===== src/hw/rtl/crcsbc_pkg.sv =====
`timescale 1ns / 1ps
package crcsbc_pkg;

	localparam int MAX_BYTES = 32;
	localparam int CNT_W     = $clog2(MAX_BYTES + 1);
	localparam int ADDR_W    = $clog2(MAX_BYTES);
	localparam int LIM_W     = 9;

	typedef enum logic [1:0] {
		ST_OK   = 2'd0,
		ST_DATA = 2'd1,
		ST_CRC  = 2'd2,
		ST_BAD  = 2'd3
	} status_t;

	typedef enum logic [1:0] {
		W8  = 2'd0,
		W16 = 2'd1,
		W32 = 2'd2,
		W64 = 2'd3
	} crc_width_t;

	typedef enum logic {
		REG_WIDTH_MODE   = 1'b0,
		REG_SEARCH_LIMIT = 1'b1
	} reg_idx_t;

	typedef enum logic [2:0] {
		S_LOAD,
		S_CALC,
		S_CHECK,
		S_SEARCH,
		S_TEST,
		S_EMIT_RD,
		S_EMIT_LD
	} state_t;

	typedef struct packed {
		logic [7:0]  data_byte;
		logic        end_of_message;
		logic [63:0] received_crc;
	} in_item_t;

	typedef struct packed {
		logic [7:0]  out_byte;
		logic        final_out;
		status_t     status;
		logic [63:0] fixed_crc;
		logic [7:0]  flip_position;
	} out_item_t;

	typedef struct packed {
		logic    load;
		logic    pass_start;
		logic    flip_en;
		logic    latch_syn;
		logic    cand_clr;
		logic    cand_inc;
		logic    set_status;
		status_t status_val;
		logic    emit_init;
		logic    emit_ld;
		logic    msg_done;
	} cmd_t;

	typedef struct packed {
		logic pass_done;
		logic crc_match;
		logic last_cand;
		logic syn_onehot;
		logic last_byte;
		logic out_free;
	} sts_t;

	// polynomial left-aligned in a 64-bit word
	function automatic logic [63:0] poly_al(crc_width_t m);
		logic [63:0] p;
		unique case (m)
			W8:  p = {8'hD5, 56'h0};
			W16: p = {16'h8005, 48'h0};
			W32: p = {32'h741B_8CD7, 32'h0};
			W64: p = 64'h42F0_E1EB_A9EA_3693;
			default: p = 64'h0;
		endcase
		return p;
	endfunction

	function automatic logic [5:0] align_shift(crc_width_t m);
		logic [5:0] s;
		unique case (m)
			W8:  s = 6'd56;
			W16: s = 6'd48;
			W32: s = 6'd32;
			W64: s = 6'd0;
			default: s = 6'd0;
		endcase
		return s;
	endfunction

	// one byte, MSB first, on a left-aligned CRC
	function automatic logic [63:0] crc_byte_al(logic [63:0] c, logic [7:0] b,
			logic [63:0] p);
		logic [63:0] r;
		r = c ^ {b, 56'h0};
		for (int k = 0; k < 8; k++) begin
			r = r[63] ? ((r << 1) ^ p) : (r << 1);
		end
		return r;
	endfunction

endpackage


===== src/hw/rtl/crcsbc_ram.sv =====
`timescale 1ns / 1ps
module crcsbc_ram #(
	parameter int WIDTH = 8,
	parameter int DEPTH = 32
) (
	input  logic                     clk,
	input  logic                     we,
	input  logic [$clog2(DEPTH)-1:0] waddr,
	input  logic [WIDTH-1:0]         wdata,
	input  logic [$clog2(DEPTH)-1:0] raddr,
	output logic [WIDTH-1:0]         rdata
);

	logic [WIDTH-1:0] mem [DEPTH];

	always_ff @(posedge clk) begin
		if (we) begin
			mem[waddr] <= wdata;
		end
		rdata <= mem[raddr];
	end

endmodule


===== src/hw/rtl/crcsbc_ctrl.sv =====
`timescale 1ns / 1ps
module crcsbc_ctrl import crcsbc_pkg::*; (
	input  logic clk,
	input  logic arst_n,
	input  logic in_valid,
	input  logic in_eom,
	output logic in_stall,
	input  sts_t sts,
	output cmd_t cmd
);

	state_t state_q, state_d;

	always_ff @(posedge clk or negedge arst_n) begin
		if (!arst_n) begin
			state_q <= S_LOAD;
		end else begin
			state_q <= state_d;
		end
	end

	always_comb begin
		state_d = state_q;
		unique case (state_q)
			S_LOAD: begin
				if (in_valid && in_eom) state_d = S_CALC;
			end
			S_CALC: begin
				if (sts.pass_done) state_d = S_CHECK;
			end
			S_CHECK: begin
				state_d = sts.crc_match ? S_EMIT_RD : S_SEARCH;
			end
			S_SEARCH: begin
				if (sts.pass_done) state_d = S_TEST;
			end
			S_TEST: begin
				if (sts.crc_match || sts.last_cand) state_d = S_EMIT_RD;
				else state_d = S_SEARCH;
			end
			S_EMIT_RD: begin
				if (sts.out_free) state_d = S_EMIT_LD;
			end
			S_EMIT_LD: begin
				state_d = sts.last_byte ? S_LOAD : S_EMIT_RD;
			end
			default: state_d = S_LOAD;
		endcase
	end

	always_comb begin
		cmd = '0;
		cmd.status_val = ST_OK;
		in_stall = (state_q != S_LOAD);
		unique case (state_q)
			S_LOAD: begin
				cmd.load = in_valid;
				cmd.pass_start = in_valid && in_eom;
			end
			S_CALC: ;
			S_CHECK: begin
				if (sts.crc_match) begin
					cmd.set_status = 1'b1;
					cmd.status_val = ST_OK;
					cmd.emit_init = 1'b1;
				end else begin
					cmd.latch_syn = 1'b1;
					cmd.cand_clr = 1'b1;
					cmd.pass_start = 1'b1;
					cmd.flip_en = 1'b1;
				end
			end
			S_SEARCH: ;
			S_TEST: begin
				if (sts.crc_match) begin
					cmd.set_status = 1'b1;
					cmd.status_val = ST_DATA;
					cmd.emit_init = 1'b1;
				end else if (sts.last_cand) begin
					cmd.set_status = 1'b1;
					cmd.status_val = sts.syn_onehot ? ST_CRC : ST_BAD;
					cmd.emit_init = 1'b1;
				end else begin
					cmd.cand_inc = 1'b1;
					cmd.pass_start = 1'b1;
					cmd.flip_en = 1'b1;
				end
			end
			S_EMIT_RD: ;
			S_EMIT_LD: begin
				cmd.emit_ld = 1'b1;
				cmd.msg_done = sts.last_byte;
			end
			default: ;
		endcase
	end

endmodule


===== src/hw/rtl/crcsbc_dp.sv =====
`timescale 1ns / 1ps
module crcsbc_dp import crcsbc_pkg::*; (
	input  logic       clk,
	input  logic       arst_n,
	input  in_item_t   in_item,
	input  logic       cfg_we,
	input  reg_idx_t   cfg_index,
	input  logic [8:0] cfg_data,
	input  logic       out_stall,
	output logic       out_valid,
	output out_item_t  out_item,
	input  cmd_t       cmd,
	output sts_t       sts
);

	crc_width_t       wmode_q;
	logic [LIM_W-1:0] limit_q;
	logic [CNT_W-1:0] cnt_q;
	logic [CNT_W-1:0] ptr_q;
	logic             run_q;
	logic             flip_q;
	logic             vld_s1;
	logic             last_s1;
	logic [ADDR_W-1:0] idx_s1;
	logic [63:0]      crc_q;
	logic [63:0]      rx_q;
	logic [63:0]      syn_q;
	logic [7:0]       cand_q;
	status_t          status_q;
	logic             out_vld_q;
	out_item_t        out_q;

	logic [7:0]       rdata;
	logic             wr_en;
	logic [CNT_W-1:0] n_last;
	logic [LIM_W-1:0] total, lim_eff;
	logic [7:0]       fmask_pass, fmask_out;
	logic [5:0]       shift, syn_idx;
	logic [63:0]      fixed_al;
	logic [7:0]       pos;

	always_ff @(posedge clk or negedge arst_n) begin
		if (!arst_n) begin
			wmode_q <= W16;
			limit_q <= '0;
		end else if (cfg_we) begin
			unique case (cfg_index)
				REG_WIDTH_MODE:   wmode_q <= crc_width_t'(cfg_data[1:0]);
				REG_SEARCH_LIMIT: limit_q <= cfg_data;
				default: ;
			endcase
		end
	end

	assign wr_en = cmd.load && (cnt_q < CNT_W'(MAX_BYTES));

	crcsbc_ram #(.WIDTH(8), .DEPTH(MAX_BYTES)) u_store (
		.clk   (clk),
		.we    (wr_en),
		.waddr (cnt_q[ADDR_W-1:0]),
		.wdata (in_item.data_byte),
		.raddr (ptr_q[ADDR_W-1:0]),
		.rdata (rdata)
	);

	assign n_last  = cnt_q - CNT_W'(1);
	assign total   = {cnt_q, 3'b000};
	assign lim_eff = (limit_q == '0 || limit_q > total) ? total : limit_q;
	assign shift   = align_shift(wmode_q);

	assign fmask_pass = (flip_q && idx_s1 == cand_q[7:3]) ? (8'd1 << cand_q[2:0]) : 8'd0;
	assign fmask_out  = (status_q == ST_DATA && ptr_q[ADDR_W-1:0] == cand_q[7:3])
	                    ? (8'd1 << cand_q[2:0]) : 8'd0;

	always_comb begin
		syn_idx = '0;
		for (int k = 0; k < 64; k++) begin
			if (syn_q[k]) syn_idx = syn_idx | 6'(k);
		end
	end

	assign fixed_al = (status_q == ST_CRC) ? (rx_q ^ syn_q) : rx_q;

	always_comb begin
		unique case (status_q)
			ST_DATA: pos = cand_q;
			ST_CRC:  pos = {2'b00, syn_idx - shift};
			default: pos = 8'd0;
		endcase
	end

	always_ff @(posedge clk or negedge arst_n) begin
		if (!arst_n) begin
			cnt_q     <= '0;
			ptr_q     <= '0;
			run_q     <= 1'b0;
			vld_s1    <= 1'b0;
			last_s1   <= 1'b0;
			out_vld_q <= 1'b0;
			flip_q    <= 1'b0;
			status_q  <= ST_OK;
		end else begin
			if (cmd.msg_done) cnt_q <= '0;
			else if (wr_en) cnt_q <= cnt_q + CNT_W'(1);

			if (cmd.pass_start || cmd.emit_init) begin
				ptr_q <= '0;
			end else if (run_q || cmd.emit_ld) begin
				ptr_q <= ptr_q + CNT_W'(1);
			end

			if (cmd.pass_start) begin
				run_q  <= 1'b1;
				flip_q <= cmd.flip_en;
			end else if (run_q && ptr_q == n_last) begin
				run_q <= 1'b0;
			end
			vld_s1  <= run_q;
			last_s1 <= run_q && (ptr_q == n_last);

			if (cmd.set_status) status_q <= cmd.status_val;

			if (cmd.emit_ld) out_vld_q <= 1'b1;
			else if (!out_stall) out_vld_q <= 1'b0;
		end
	end

	always_ff @(posedge clk) begin
		idx_s1 <= ptr_q[ADDR_W-1:0];
		if (cmd.pass_start) crc_q <= '0;
		else if (vld_s1) crc_q <= crc_byte_al(crc_q, rdata ^ fmask_pass, poly_al(wmode_q));
		if (cmd.load && in_item.end_of_message) rx_q <= in_item.received_crc << shift;
		if (cmd.latch_syn) syn_q <= crc_q ^ rx_q;
		if (cmd.cand_clr) cand_q <= '0;
		else if (cmd.cand_inc) cand_q <= cand_q + 8'd1;
		if (cmd.emit_ld) begin
			out_q.out_byte      <= rdata ^ fmask_out;
			out_q.final_out     <= (ptr_q == n_last);
			out_q.status        <= status_q;
			out_q.fixed_crc     <= fixed_al >> shift;
			out_q.flip_position <= pos;
		end
	end

	assign sts.pass_done  = vld_s1 && last_s1;
	assign sts.crc_match  = (crc_q == rx_q);
	assign sts.last_cand  = ({1'b0, cand_q} + 9'd1) == lim_eff;
	assign sts.syn_onehot = (syn_q != '0) && ((syn_q & (syn_q - 64'd1)) == '0);
	assign sts.last_byte  = (ptr_q == n_last);
	assign sts.out_free   = !out_vld_q || !out_stall;

	assign out_valid = out_vld_q;
	assign out_item  = out_q;

endmodule


===== src/hw/rtl/crc_check_single_bit_correct.sv =====
`timescale 1ns / 1ps
// Load: one byte per cycle while idle; in_stall rises after the final byte.
// Check: recompute the CRC over the n stored bytes (one store read port).
// Search: one store pass per trial bit flip, up to 8n trials; each byte is then emitted.
// The trial search dominates the worst case, set by the single store read port.
// Reset (arst_n low, async): idle, empty message, width 16 bit, search limit all bits.
module crc_check_single_bit_correct import crcsbc_pkg::*; (
	input  logic       clk,
	input  logic       arst_n,
	input  logic       in_valid,
	output logic       in_stall,
	input  in_item_t   in_item,
	output logic       out_valid,
	input  logic       out_stall,
	output out_item_t  out_item,
	input  logic       cfg_we,
	input  reg_idx_t   cfg_index,
	input  logic [8:0] cfg_data
);

	// command / status between sequencer and datapath
	cmd_t cmd;
	sts_t sts;

	// Sequencer: load, recompute, trial flips in bit order, then emit the run.
	crcsbc_ctrl u_ctrl (
		.clk      (clk),
		.arst_n   (arst_n),
		.in_valid (in_valid),
		.in_eom   (in_item.end_of_message),
		.in_stall (in_stall),
		.sts      (sts),
		.cmd      (cmd)
	);

	// Datapath: byte store, left-aligned CRC engine, syndrome, output register.
	// A pending output transaction does not block loading of the next message.
	crcsbc_dp u_dp (
		.clk       (clk),
		.arst_n    (arst_n),
		.in_item   (in_item),
		.cfg_we    (cfg_we),
		.cfg_index (cfg_index),
		.cfg_data  (cfg_data),
		.out_stall (out_stall),
		.out_valid (out_valid),
		.out_item  (out_item),
		.cmd       (cmd),
		.sts       (sts)
	);

endmodule


===== config.mk =====
export PLATFORM = sky130hd
export DESIGN_NAME = crc_check_single_bit_correct
export DESIGN_NICKNAME = d
export VERILOG_FILES = /design/src/hw/rtl/crcsbc_pkg.sv /design/src/hw/rtl/crcsbc_ram.sv /design/src/hw/rtl/crcsbc_ctrl.sv /design/src/hw/rtl/crcsbc_dp.sv /design/src/hw/rtl/crc_check_single_bit_correct.sv
export SDC_FILE = /design/constraint.sdc
export NUM_CORES = 1
export LEC_CHECK = 0
export ABC_AREA = 1
export BUFFER_PORTS_ARGS = -buffer_cell sky130_fd_sc_hd__clkbuf_2
export CAP_MARGIN = 20
export CORE_MARGIN = 3
export CORE_UTILIZATION = 30
export DETAILED_ROUTE_END_ITERATION = 6
export HOLD_SLACK_MARGIN = 0.15
export SLEW_MARGIN = 20
export SYNTH_ARGS = -nofsm -noshare
export SYNTH_HDL_FRONTEND = slang
export SYNTH_HIERARCHICAL = 1
export SYNTH_SLANG_ARGS = --single-unit

===== constraint.sdc =====
create_clock -name clk -period 5.4 [get_ports clk]
set_input_delay 0.54 -clock clk [delete_from_list [all_inputs] [get_ports clk]]
set_output_delay 0.54 -clock clk [all_outputs]
set_load 0.005 [all_outputs]

======== Word-level counts from Yosys, hierarchy flattened ========
Memory sizes are Yosys's and may differ from the RTL's. A register that Yosys moved wholly into a read port is not among the register bits.
Cells that the tools add are included.
word-level totals
  flip-flop bits (word level) ............. 321
  latch bits .............................. 0
  bits in writable memories ............... 256
  memory bits (read-only) ................. 0
  word-level logic and storage cells ...... 242
  memories ................................ 1
cells by class
  add/subtract/negate cells ............... 7
  multiply operators ...................... 0
  div/mod/pow operators ................... 0
  order comparisons ....................... 2
  equal/unequal tests ..................... 23
  shift operators ......................... 3
  muxes and demuxes ....................... 142
  bitwise logic cells ..................... 14
  reductions and logical operators ........ 29
memories
  memory            words  bits a word  read ports  clocked after memory_dff  write ports  line              source
  u_dp.u_store.mem  32     8            1           1                         1            crcsbc_ram.sv:14  logic [WIDTH-1:0] mem [DEPTH];
operators with widths
  cell                     count
  $mux W64                 13
  $xor A64 B64 Y64         11
  $pmux W64 S4             1
  $mux W6                  38
  $mux W5                  16
  $mux W4                  17
  $and A64 B64 Y64         1
  $eq A64 B64 Y1           1
  $logic_not A64 Y1        1
  $reduce_bool A64 Y1      1
  $shl A64 B6 Y64          1
  $shr A64 B6 Y64          1
  $sub A64 B1 Y64 const B  1
  $mux W3                  16
  $mux W8                  4
  $mux W9                  3
  $pmux W6 S4              1
  $mux W2                  11
  $pmux W3 S7              1
  $mux W1                  17
  $pmux W8 S2              1
  $xor A8 B8 Y8            2
  $add A6 B1 Y6 const B    2
  $eq A5 B5 Y1             2
  29 further kinds         57

======== Longest topological paths before layout ========
Gate-level depths: netlist of the first run.
  word-level depth ........................ 65
  gate-level depth with buffers ........... 37
  gate-level depth less buffers ........... 36

======== Modules after synthesis ========
The synthesis of the first run kept the hierarchy.
by module, submodules not included
  module       times used  cells each  area an instance (µm²)  seq. area each (µm²)
  crcsbc_dp    1           3066        22465.3                 8629.5
  crcsbc_ram   1           922         10786.6                 7847.5
  crcsbc_ctrl  1           57          336.6                   75.1

======== Worst setup path after synthesis of the first run ========
OpenSTA, ideal clock, no wires.
  path kind ............................... register to register
  start point ............................. register u_dp.cnt_q[3]
  end point ............................... register u_dp.crc_q[10]
  setup time .............................. 109 ps
  arrival time ............................ 3675 ps
  data required time ...................... 5291 ps
  setup slack ............................. 1616 ps
  stages on the path, launching flop included .. 24
  buffers on the path ..................... 2
  cells stage by stage .................... dfrtp_1 -> inv_1 -> ha_1 -> nand2_1 -> inv_1 -> a221oi_1 -> o221ai_1 -> o21ai_0 -> nand2_1 -> clkbuf_1 -> nand2_1 -> o21ai_0 -> a221o_1 -> nor4_1 -> inv_1 -> nand4_2 -> o211ai_1 -> nor2_1 -> inv_1 -> clkbuf_1 -> nand2_1 -> nand3_1 -> nand2_1 -> inv_1
RTL lines
  what                    line              source
  from (decl)             crcsbc_dp.sv:18   logic [CNT_W-1:0] cnt_q;
  from (signal assigned)  crcsbc_dp.sv:104  else if (wr_en) cnt_q <= cnt_q + CNT_W'(1);
  to (signal assigned)    crcsbc_dp.sv:131  else if (vld_s1) crc_q <= crc_byte_al(crc_q, rdata ^ fmask_pass, poly_al(wmode_q));
  to (decl)               crcsbc_dp.sv:25   logic [63:0] crc_q;

==> summary.md, run 1 <==
| Metric | Value |
|---|---|
| Status | complete, but fails checks |
| Failing checks | design-rule violations |
| Psw | 11.09 mW |
| Final Skew | 0.03158 ns |
| Slew margin rel. | 31.86% |
| EDFF count, synth | 467 |
| Critical path class | reg2reg |
| TritonCTS Sinks | 585 |
| CP Capture Point | u_dp/crc_q[54]$_SDFFE_PP0P_ |
| GR Overflow Total | 0 |
| Starting Density | 30.31% |
| Rows | 122 |
| Register share of total power | 25.6% |
| P per Cell Area | 607.8 nW/um2 |
| Max stage delay on crit path | 0.58 ns |
| Total number of vias | 29,468 |
| Pre-CTS setup slack | 0.2087 ns |
| CP Launch Point | u_dp/cnt_q[3]$_DFFE_PN0P_ |
| I/O pins | 173 |
| Initial antenna violation count | 6 |
| R2R Path End | u_dp/crc_q[54]$_SDFFE_PP0P_ |
| Comb power frac | 55.0% |
| Final worst slack | 0.5583 ns |
| CTS Buf Count | 66 |
| Sequential fraction of the synthesis area | 49.28% |
| Crit path max fanout | 18 |
| Via-to-Cell Ratio | 5.172 |
| Tcrit/Tclk final | 89.66% |
| CTS Buffer Depth | 3 |
| CP max stage cell | dfrtp_1 |
| R2R Path Start | u_dp/cnt_q[3]$_DFFE_PN0P_ |
| Switching share of total power | 48.00% |
| CP dominant cell by count | nand2_1 |
| Crit path required time | 5.89 ns |
| CP endpoint kind | flop |
| Critical Path, Cell by Cell | inv_1 -> ha_1 -> nand2_1 -> inv_1 -> a221oi_1 -> o221ai_1 -> o21ai_0 -> nand2_1 -> inv_1 -> nand2_1 -> xor2_1 -> a221o_1 -> nor4_2 -> inv_1 -> nand4_2 -> o211ai_1 -> buf_4 -> nor2_2 -> inv_1 -> buf_4 -> nand2_1 -> nand2_1 -> nand2_1 -> nor2_1 |
| Drt pass-1 iters | 7 |
| CTS tree | done |
| Final Cell Area | 38,010 um2 |
| GP Congestion | 1.014 |
| R2r worst-path depth | 24 |
| H-tree depth | 3 |
| Top_reg_cell synth | edfxtp_1 |
| Pin count of the biggest net entering global routing | 86 |
| Avg Inst Size Synth | 8.304 um2 |
| CTS Root Cell | clkbuf_16 |
| Setup tns final | 0 ns |
| Final WL | 120,200 um |
| Cell Int Power | 12.01 mW |
| Slew @ Worst Pin | 1.016 ns |
| Yosys reg bits | 585 |
| Commonest non-fill, non-tap cells in the layout | 1,241 x nand2_1, 467 x edfxtp_1, 377 x nand3_1 |
| Worst vdd ir | 0.5743 mV |
| Chip width | 340.6 um |
| Final Max Slew Viols | 0 |
| Critical Path Source Type | flop |
| Post-placement cell area | 35,750 um2 |
| Layout cells sized above 1 | 10.14% |
| Tot Pwr | 23.10 mW |
| Die ar. | 116,000 um2 |
| Worst min-delay path class | in2reg |
| Crit path DAT | 5.33 ns |
| FMAX | 206.5 MHz |
| Syn_nets | 4,157 |
| Routed Antenna Nets | 0 |
| Setup Viol. Count Final | 0 |
| Fin nets | 4,271 |
| Worst-Skew Late Latency | 0.62 ns |
| RSZ-0062 raised after global routing | false |
| Register clock-pin slew on the reported worst setup and hold paths | 0.06 ns |
| Vias in the first global route | 27,424 |
| Min cycle time layout | 4.842 ns |
| Mapped Cells | 4,045 |
| DR iter-0 viols | 3,513 |
| Dpl hpwl | 87,200 um |
| Max cap viols | 0 |
| First-pass GRT wire length | 177,400 um |
| Post-synth cell types | 72 |
| Flop2flop setup slack | 0.56 ns |
| Yosys warns | 6 |
| Buffers on Ports | 172 |
| Routed len/inst | 21.10 um |
| Layout area overhead | 13.16% |
| Most common cell after layout, fill and taps aside | nand2_1 |
| GR Util All Layers | 20.13% |
| Pleak | 15.40 nW |
| Die height | 340.6 um |
| Total core area | 110,800 um2 |
| DRC | 1 |
| Endpoints failing hold | 0 |
| Fraction of registers with async set/reset | 5.641% |
| Part of the power in the clock network | 19.4% |
| Synth Cell Area | 33,590 um2 |
[registers in the layout (all words and copies together), names as in the netlist, 3 cells and up]
| name | flops |
|---|---|
| u_dp/u_store/mem | 256 |
| u_dp/out_item | 83 |
| u_dp/crc_q | 64 |
| u_dp/rx_q | 64 |
| u_dp/syn_q | 64 |
| u_dp/limit_q | 9 |
| u_dp/cand_q | 8 |
| u_dp/u_store/rdata | 8 |
| u_dp/cnt_q | 6 |
| u_dp/ptr_q | 6 |
| u_dp/idx_s1 | 5 |
| u_ctrl/state_q | 3 |
[cells by family after synthesis]
kind of cell    synth area share, %
compound gates                8.963
buf+inv                       7.186
xor+xnor                      7.275
flops                         49.28
fa+ha+maj                     1.006
simple gates                  26.09
mux                          0.1974
[Yosys cell counts, types with 30 or more instances]
cell type	n	area share, %
buf_2	30	0.45
clkbuf_1	92	1.0
dfxtp_1	85	5.1
nand3_1	377	5.6
buf_1	32	0.36
nor4_1	38	0.71
edfxtp_1	467	42
xor2_1	186	4.9
nor3_1	37	0.55
xnor2_1	93	2.4
o22ai_1	31	0.58
o21ai_0	204	3.0
a21oi_1	102	1.5
nor2_1	295	3.3
inv_1	344	3.8
nand2_1	1241	14
dfrtp_1	32	2.4
[metrics by stage]
stage	std cells	util, %	hold WS [ns]
finish	5698	34.30	0.1982
global route	5697	34.30	0.1776
CTS	5694	34.26	0.1549
detailed placement	5568	32.26	0.3707
global placement	5568	32.26	0.3660
floorplan	4045	-	0.2444
[critical path: cells and delay by family, from the launching register on]
family                   cells  cell delay, ns
AO/OA/AOI/OAI                5            0.91
XOR/XNOR                     1            0.15
adder cells (fa/ha/maj)      1            0.34
buffers and inverters        7            1.36
flip-flops                   1            0.58
AND/OR/NAND/NOR             10            1.36
[layer usage]
layer | global-route usage (%) | wire length (um)
met1 | 26.38 | 48330
met2 | 32.17 | 54970
met3 | 4.125 | 11000
met4 | 8.813 | 5896
met5 | 0 | 30
[how the worst min path moves through the flow]
stage,to,from,slack (ns),cells after the start
6_report,u_dp/limit_q[8]$_DFFE_PN0P_,cfg_data[8],0.20,3
5_1_grt,u_dp/limit_q[8]$_DFFE_PN0P_,cfg_data[8],0.18,3
4_1_cts,u_dp/limit_q[8]$_DFFE_PN0P_,cfg_data[8],0.15,3
3_5_place_dp,u_dp/vld_s1$_DFF_PN0_,u_dp/run_q$_DFFE_PN0P_,0.37,0
3_3_place_gp,u_dp/vld_s1$_DFF_PN0_,u_dp/run_q$_DFFE_PN0P_,0.37,0
2_1_floorplan,u_ctrl/state_q[0]$_DFFE_PN0P_,arst_n,0.24,0
[power groups by stage]
stage | registers [mW] | logic (mW) | clock network [mW]
after global routing | 5.90 | 14.3 | 4.76
after floorplan | 5.65 | 9.44 | 0
after detailed placement | 5.99 | 12.4 | 0
final | 5.91 | 12.7 | 4.48
after global placement | 6.00 | 12.2 | 0
after CTS | 5.90 | 12.4 | 4.57
[final cells by class]
type	count	area (um2)
antenna	1	2.502
clock buffer	85	1819
clock inverter	33	320.3
fill	11557	72810
inverter	370	1398
multi-input combinational	2896	14660
sequential	585	16560
tap	1488	1862
timing repair buffer	240	1391
[repair_timing]
item                                    4_1_cts  5_1_grt
hold buffers                                  8        0
endpoints found under the setup margin        0       40
hold endpoints to repair                     39        0
resized for setup                             0        3
setup buffers                                 0        3
Note: power is estimated with default switching activity, not from simulation.
==> run 2: changes to the inputs <==
- CORE_ASPECT_RATIO: default -> 0.5
==> run 2 against run 1 <==
  * The flow now finishes without violations
  * Count of clock-buffer cells in the layout shrank 21
  * Sequential power grew 0.8%
  * Clock skew grew 0.0039 ns
  * Critical path type unchanged
  * Critical endpoint is now u_dp/crc_q[25]$_SDFFE_PP0P_
  * Largest cell class unchanged
  * Highest routed layer is now met4
==> summary.md, run 2 (same netlist as run 1, synthesis figures left out) <==
| Metric | Value |
|---|---|
| Grt peak-use layer | met2 |
| Reg area | 16,560 um2 |
| Max reg flops | 256 |
| Commonest non-fill, non-tap cells in the layout | 1,241 x nand2_1, 467 x edfxtp_1, 377 x nand3_1 |
| DR iter-0 viols | 3,461 |
| Hold_ws | 0.1993 ns |
| Dpl hpwl | 87,880 um |
| Critical Path Source Type | flop |
| Final Skew | 0.03546 ns |
| CTS Buf Count | 57 |
| GR Layer Usage met3 | 3.303% |
| GP Congestion | 0.9785 |
| Max cap viols | 0 |
| RSZ-0062 raised after global routing | false |
| Multi-input logic area | 14,660 um2 |
| Endpoints failing hold | 0 |
| Starting Density | 30.36% |
| Critical path class | reg2reg |
| Crit path DAT | 5.39 ns |
| Worst vdd ir | 0.8858 mV |
| Routed len/inst | 21.17 um |
| Total core area | 110,600 um2 |
| Crit path max fanout | 20 |
| Tcrit/Tclk final | 89.55% |
| GR Util met2 | 31.88% |
| Met1 Use GR | 28.13% |
| Initial antenna violation count | 0 |
| Fillers | 11,528 |
| First-pass GRT wire length | 178,600 um |
| Drt pass-1 iters | 6 |
| Final worst slack | 0.5643 ns |
| I/O pins | 173 |
| Worst min-delay path class | in2reg |
| Crit path required time | 5.95 ns |
| Layout area overhead | 12.81% |
| Die ar. | 116,300 um2 |
| Final WL | 120,700 um |
| DRC | 0 |
| Slew @ Worst Pin | 1.146 ns |
| Routed Antenna Nets | 0 |
| Min cycle time layout | 4.836 ns |
| GR Overflow Total | 0 |
| H-tree depth | 2 |
| Fin nets | 4,270 |
| Final Max Slew Viols | 0 |
| Rows | 86 |
| Most common cell after layout, fill and taps aside | nand2_1 |
| Pin count of the biggest net entering global routing | 87 |
| Buffers on Ports | 172 |
| TritonCTS Sinks | 585 |
| Via-to-Cell Ratio | 5.133 |
| CTS Buffer Depth | 3 |
| P per Cell Area | 605.9 nW/um2 |
| Setup Viol. Count Final | 0 |
| Vias in the first global route | 27,199 |
| Worst-Skew Late Latency | 0.66 ns |
| Largest register by flop count | u_dp/u_store/mem |
| Pleak | 15.31 nW |
| FMAX | 206.8 MHz |
| Die height | 242.6 um |
| Total number of vias | 29,271 |
| Layout cells sized above 1 | 10.15% |
| Chip width | 479.2 um |
| Core Util, Final | 34.25% |
| Antenna cells | 0 |
| Register clock-pin slew on the reported worst setup and hold paths | 0.07 ns |
| CP endpoint kind | flop |
| Slew margin rel. | 23.60% |
| Setup Buffers After CTS | 0 |
| Pre-CTS setup slack | 0.5383 ns |
| GR Util All Layers | 20.06% |
| Status | complete, no violations |
| CTS tree | done |
| CTS Root Cell | clkbuf_16 |
| Setup tns final | 0 ns |
==> run 2: metrics by stage <==
step	cells	power, mW	instance area (um2)
2_1_floorplan	4045	15.10	33590
3_3_place_gp	5584	18.38	35820
3_5_place_dp	5585	18.53	35830
4_1_cts	5702	22.81	37880
5_1_grt	5702	24.75	37890
6_report	5702	22.96	37890
==> run 2: worst paths after layout <==
check | from | to | slack (ns) | cells past startpoint
setup / recovery | u_dp/cnt_q[2]$_DFFE_PN0P_ | u_dp/crc_q[25]$_SDFFE_PP0P_ | 0.56 | 23
hold / removal | cfg_data[0] | u_dp/wmode_q[0]$_DFFE_PN1P_ | 0.20 | 3
setup reg to reg | u_dp/cnt_q[2]$_DFFE_PN0P_ | u_dp/crc_q[25]$_SDFFE_PP0P_ | 0.56 | 23
hold reg to reg | u_dp/run_q$_DFFE_PN0P_ | u_dp/vld_s1$_DFF_PN0_ | 0.38 | 0
max in group asynchronous | arst_n | u_dp/ptr_q[0]$_DFFE_PN0P_ | 4.16 | 2
min in group asynchronous | arst_n | u_dp/cnt_q[1]$_DFFE_PN0P_ | 0.56 | 2
==> run 2: critical path, stage by stage (launching register included) <==
cell      delay (ns)
dfrtp_1         0.57
inv_1           0.21
ha_1            0.31
nand2_1         0.06
inv_1           0.04
a221oi_1        0.24
o221ai_1        0.14
o21ai_0         0.10
nand2_1         0.24
o21ai_0         0.29
xor2_1          0.16
a221oi_1        0.06
nand4_1         0.11
nor4_2          0.07
inv_1           0.09
nand4_2         0.13
o211ai_1        0.20
buf_4           0.35
clkinv_1        0.60
buf_4           0.40
nand2_1         0.06
nand2_1         0.07
o21ai_1         0.13
inv_1           0.06
==> run 2: repair_timing <==
| item | in CTS | in global routing |
|---|---|---|
| hold buffers | 10 | 0 |
| endpoints found under the hold margin | 42 | 0 |
| setup endpoints to repair | 0 | 20 |
| gates resized for setup | 0 | 1 |
==> run 2: cell type report <==
type / count / area share [%]
Clock inverter: 43 / 1.271
Sequential cell: 585 / 43.70
Clock buffer: 64 / 3.890
Timing Repair Buffer: 248 / 3.837
Multi-Input combinational cell: 2896 / 38.68
Inverter: 370 / 3.682
Tap cell: 1496 / 4.940
==> run 2: report_power, final <==
group	internal [mW]	switching, mW
logic	4.17	8.58
clock network	2.37	1.88
registers	5.35	0.610
==> run 2: layer usage <==
metal | wire (um) | part of all wire (%)
met4 | 3492 | 2.9
met2 | 54520 | 45
met1 | 52570 | 44
met5 | 0 | 0
met3 | 10130 | 8.4
